<file path="config.mk">
export PLATFORM = sky130hd
export DESIGN_NAME = rrrob_ram
export DESIGN_NICKNAME = d
export VERILOG_FILES = /design/src/design/register_rename_reorder_buffer_macros.svh /design/src/design/rrrob_ram.sv
export SDC_FILE = /design/constraint.sdc
export NUM_CORES = 1
export LEC_CHECK = 0
export BUFFER_PORTS_ARGS = -buffer_cell sky130_fd_sc_hd__buf_2
export CAP_MARGIN = 5
export CORE_ASPECT_RATIO = 0.6
export CORE_UTILIZATION = 62
export DETAILED_ROUTE_END_ITERATION = 16
export GPL_TIMING_DRIVEN = 0
export PLACE_DENSITY = 0.79
export SYNTH_ARGS = -nofsm -noshare
export SYNTH_HDL_FRONTEND = slang
export SYNTH_SLANG_ARGS = --single-unit
</file>
<file path="constraint.sdc">
create_clock -name clock -period 2.1 [get_ports clock]
set_input_delay 0.105 -clock clock [delete_from_list [all_inputs] [get_ports clock]]
set_output_delay 0.105 -clock clock [all_outputs]
set_load 0.02 [all_outputs]
</file>
<file path="src/design/register_rename_reorder_buffer_macros.svh">
// Assertion macros for the rename map and reorder buffer block.
`ifndef REGISTER_RENAME_REORDER_BUFFER_MACROS_SVH
`define REGISTER_RENAME_REORDER_BUFFER_MACROS_SVH

// Same-cycle implication.
`define RRROB_ASSERT_IMPL(lbl, clk, rst, ante, cons, msg) \
   lbl: assert property (@(posedge clk) disable iff (rst) (ante) |-> (cons)) \
      else $error(msg);

// Next-cycle implication.
`define RRROB_ASSERT_NEXT(lbl, clk, rst, ante, cons, msg) \
   lbl: assert property (@(posedge clk) disable iff (rst) (ante) |=> (cons)) \
      else $error(msg);

`endif

</file>
<file path="src/design/rrrob_ram.sv">
// Generic simple dual-port RAM with registered read.
module rrrob_ram #(
   parameter int WIDTH = 8,
   parameter int DEPTH = 64
) (
   input  logic                                         clock,
   input  logic                                         wr_en,
   input  logic [((DEPTH > 1) ? $clog2(DEPTH) : 1)-1:0] wr_addr,
   input  logic [WIDTH-1:0]                             wr_data,
   input  logic                                         rd_en,
   input  logic [((DEPTH > 1) ? $clog2(DEPTH) : 1)-1:0] rd_addr,
   output logic [WIDTH-1:0]                             rd_data
);

   logic [WIDTH-1:0] mem [DEPTH];

   always_ff @(posedge clock) begin
      if (wr_en) begin
         mem[wr_addr] <= wr_data;
      end
      if (rd_en) begin
         rd_data <= mem[rd_addr];
      end
   end

endmodule

</file>
==> flow_summary.yaml <==
setup_path:
  start_kind: "register"
  timing.rr.start: "mem[17][4]"
  path_max_fanout: 1
  cp.arrival_ns: 2.38
  worstPathRequired_ns: 2.38
  worst-setup-path-type: "reg2reg"
  critPathLaunch: "mem[17][4]"
  critPathCaptureType: "register"
sta:
  relSlewSlack_pct: 15.4
  grt_setup_unrepaired: "yes"
  skew_ns: 0.0314
  drv_slew: 0
  setup_tns_ns: -0.00635
  clock.fmax_ghz: 0.476
  fin_crit_ns: 2.10
  hold_violations: 0
  final-setup-viol-count: 3
  finalCritPeriodShare_pct: 100
  setup_slack_ns: -0.00270
  worst_pin_slew_ns: 1.27
grt:
  grt_pass1_vias: 9792
  grt_pass1_wl_um: 67000
  grt_max_degree: 65
  antenna_found_initial: 0
  grt-ovfl-total: 0
  grt.total_usage_pct: 29.2
synth:
  yosysUniqueCellTypes: 39
  synthFlopType: "edfxtp_1"
  yosys.area.top_type_share_pct: 77.1
  synth-seq-cells: 520
  synth.area.top_cells: "edfxtp_1 (77%), mux4_2 (14%), nor2_1 (1.5%)"
  synth.net_count: 963
  ys_warn_count: 0
  async_reset_ff_share_pct: 0
  ys_seq_area_share_pct: 77.1
  syn_area_mm2: 0.0202
  synth_edf_count: 520
  synth_top_area_cell: "edfxtp_1"
  synth_cells: 940
  syn_avg_cell_area_um2: 21.5
floorplan:
  start_util_pct: 64.0
  die_h_um: 142
  io_pins: 31
  core_mm2: 0.0317
  die_area_mm2: 0.0334
  die_w_um: 235
  num_rows: 50
routing:
  finalWirelength_um: 47100
  drc: 0
  vias_per_cell: 6.91
  drtAntennaViolNets: 0
  wl_per_cell_um: 32.2
  drt_iter0_drc: 1576
  via_count: 10106
  dr.pass1.iters: 5
run_status:
  violations: "negative setup slack"
  outcome: "complete, but fails checks"
clock_network:
  cts_htree_levels: 2
  clk_latency_ns: 0.58
  path_clk_slew_ns: 0.06
  cts_num_sinks: 520
  cts_setup_buffers: 0
  cts-root-buf: "clkbuf_16"
  tritoncts: "built"
  clk_path_buf_depth: 3
  cts_buffers: 45
power_and_ir_drop:
  power_w: 0.0211
  peakVddDrop_mv: 0.803
  power_leakage_nw: 7.01
  power_density_mw_per_mm2: 939
job:
  cap_violations: 0
final_layout:
  multi_input_area_mm2: 0.00445
  fillers: 1882
  diodes: 0
  register_area_mm2: 0.0156
  syn_to_final_growth_pct: 11.2
  layout.nets: 1034
  drive_above_1_share_pct: 27.2
placed_design:
  place_congestion: 0.943
  post-dp-hpwl_um: 30100
  numPortBuffers: 22
min_path:
  holdCritStartpoint: "rd_addr[5]"
  hp-class: "in2reg"
==> worst max-delay path, cell delays in order, from the launching register on <==
cell and delay, ns:
edfxtp_1 0.38, mux4_2 0.46, mux2_2 0.31, o221a_2 0.30, nor3_2 0.23, o32ai_2 0.13
==> kinds of logic (layout without fill, tap and decap cells) <==
family	after synthesis	count (layout)	synth area share, %
multiplexers	162	162	15.9
AND/OR/NAND/NOR	153	153	3.37
buffers and inverters	51	158	1.56
flip-flops	520	520	77.1
AO/OA/AOI/OAI	54	54	2.06
==> registers in the layout, indices dropped and copies added, names as in the netlist <==
name,flops
rd_data,8
mem,512
==> per-layer routing <==
layer / up-vias / GRT usage, % / share of wire (%)
li1: 4083 / - / -
met1: 5180 / 44.9 / 40
met2: 756 / 40.3 / 43
met3: 87 / 9.97 / 14
met4: 0 / 7.95 / 2.5
met5: - / 0 / 0
==> worst paths after layout <==
| check | cells after the start | end | slack [ns] |
|---|---|---|---|
| setup reg to reg | 5 | rd_data[4] | -0.003 |
| hold / removal | 2 | rd_data[3] | 0.12 |
| hold reg to reg | 4 | rd_data[1] | 0.97 |
| setup / recovery | 5 | rd_data[4] | -0.003 |
==> cell type report <==
| cell class | instances | share of cell area [%] |
|---|---|---|
| Clock inverter | 26 | 1.19 |
| Multi-Input combinational cell | 369 | 19.8 |
| Tap cell | 416 | 2.31 |
| Clock buffer | 57 | 5.39 |
| Buffer | 51 | 1.45 |
| Timing Repair Buffer | 24 | 0.556 |
| Sequential cell | 520 | 69.3 |
==> synthesized netlist by cell type (all sizes together), types with 4 or more instances <==
cell and number:
o21ai 4, nand2b 7, a211oi 4, nor3 7, o221ai 8, nand3 13
nor2b 14, clkbuf 17, buf 34, o22ai 8, mux2 13, nand2 19
edfxtp 520, nor2 83, mux4 126, mux2i 23, a221oi 6
==> placed cells by master (no fill, tap or decap), drive strengths merged, types with 4 or more instances in the layout <==
cell type and instances:
edfxtp 520, mux4 126, nor2 83, clkbuf 75
buf 56, mux2i 23, nand2 19, clkinv 16
nor2b 14, mux2 13, nand3 13, o22ai 8
o221ai 8, nand2b 7, nor3 7, a221oi 6
bufinv 5, a211oi 4, o21ai 4
==> report_power, final <==
part           total (W)  internal [W]  switching [W]
logic            0.00119      0.000422       0.000771
clock network    0.00842       0.00474        0.00368
registers         0.0115        0.0115      0.0000206
total             0.0211        0.0167        0.00447
==> timing repair <==
item,in CTS,in global routing
cloned,0,0
hold endpoints to repair,8,0
setup endpoints to repair,7,8
pin swaps,2,2
hold buffers,1,0
gates resized for setup,22,14
==> through the flow <==
step	worst slack (ns)	instance area [um^2]	std cells	util, %	hold slack (ns)
floorplan	0.189	20200	940	-	0.204
global placement	-0.843	20900	1378	66.0	0.478
detailed placement	-0.875	20900	1378	66.0	0.481
CTS	0.000619	22500	1462	70.9	0.0656
global route	-0.0320	22500	1463	71.1	0.0926
finish	-0.00270	22500	1463	71.1	0.122
(Power assumes the default switching activity.)
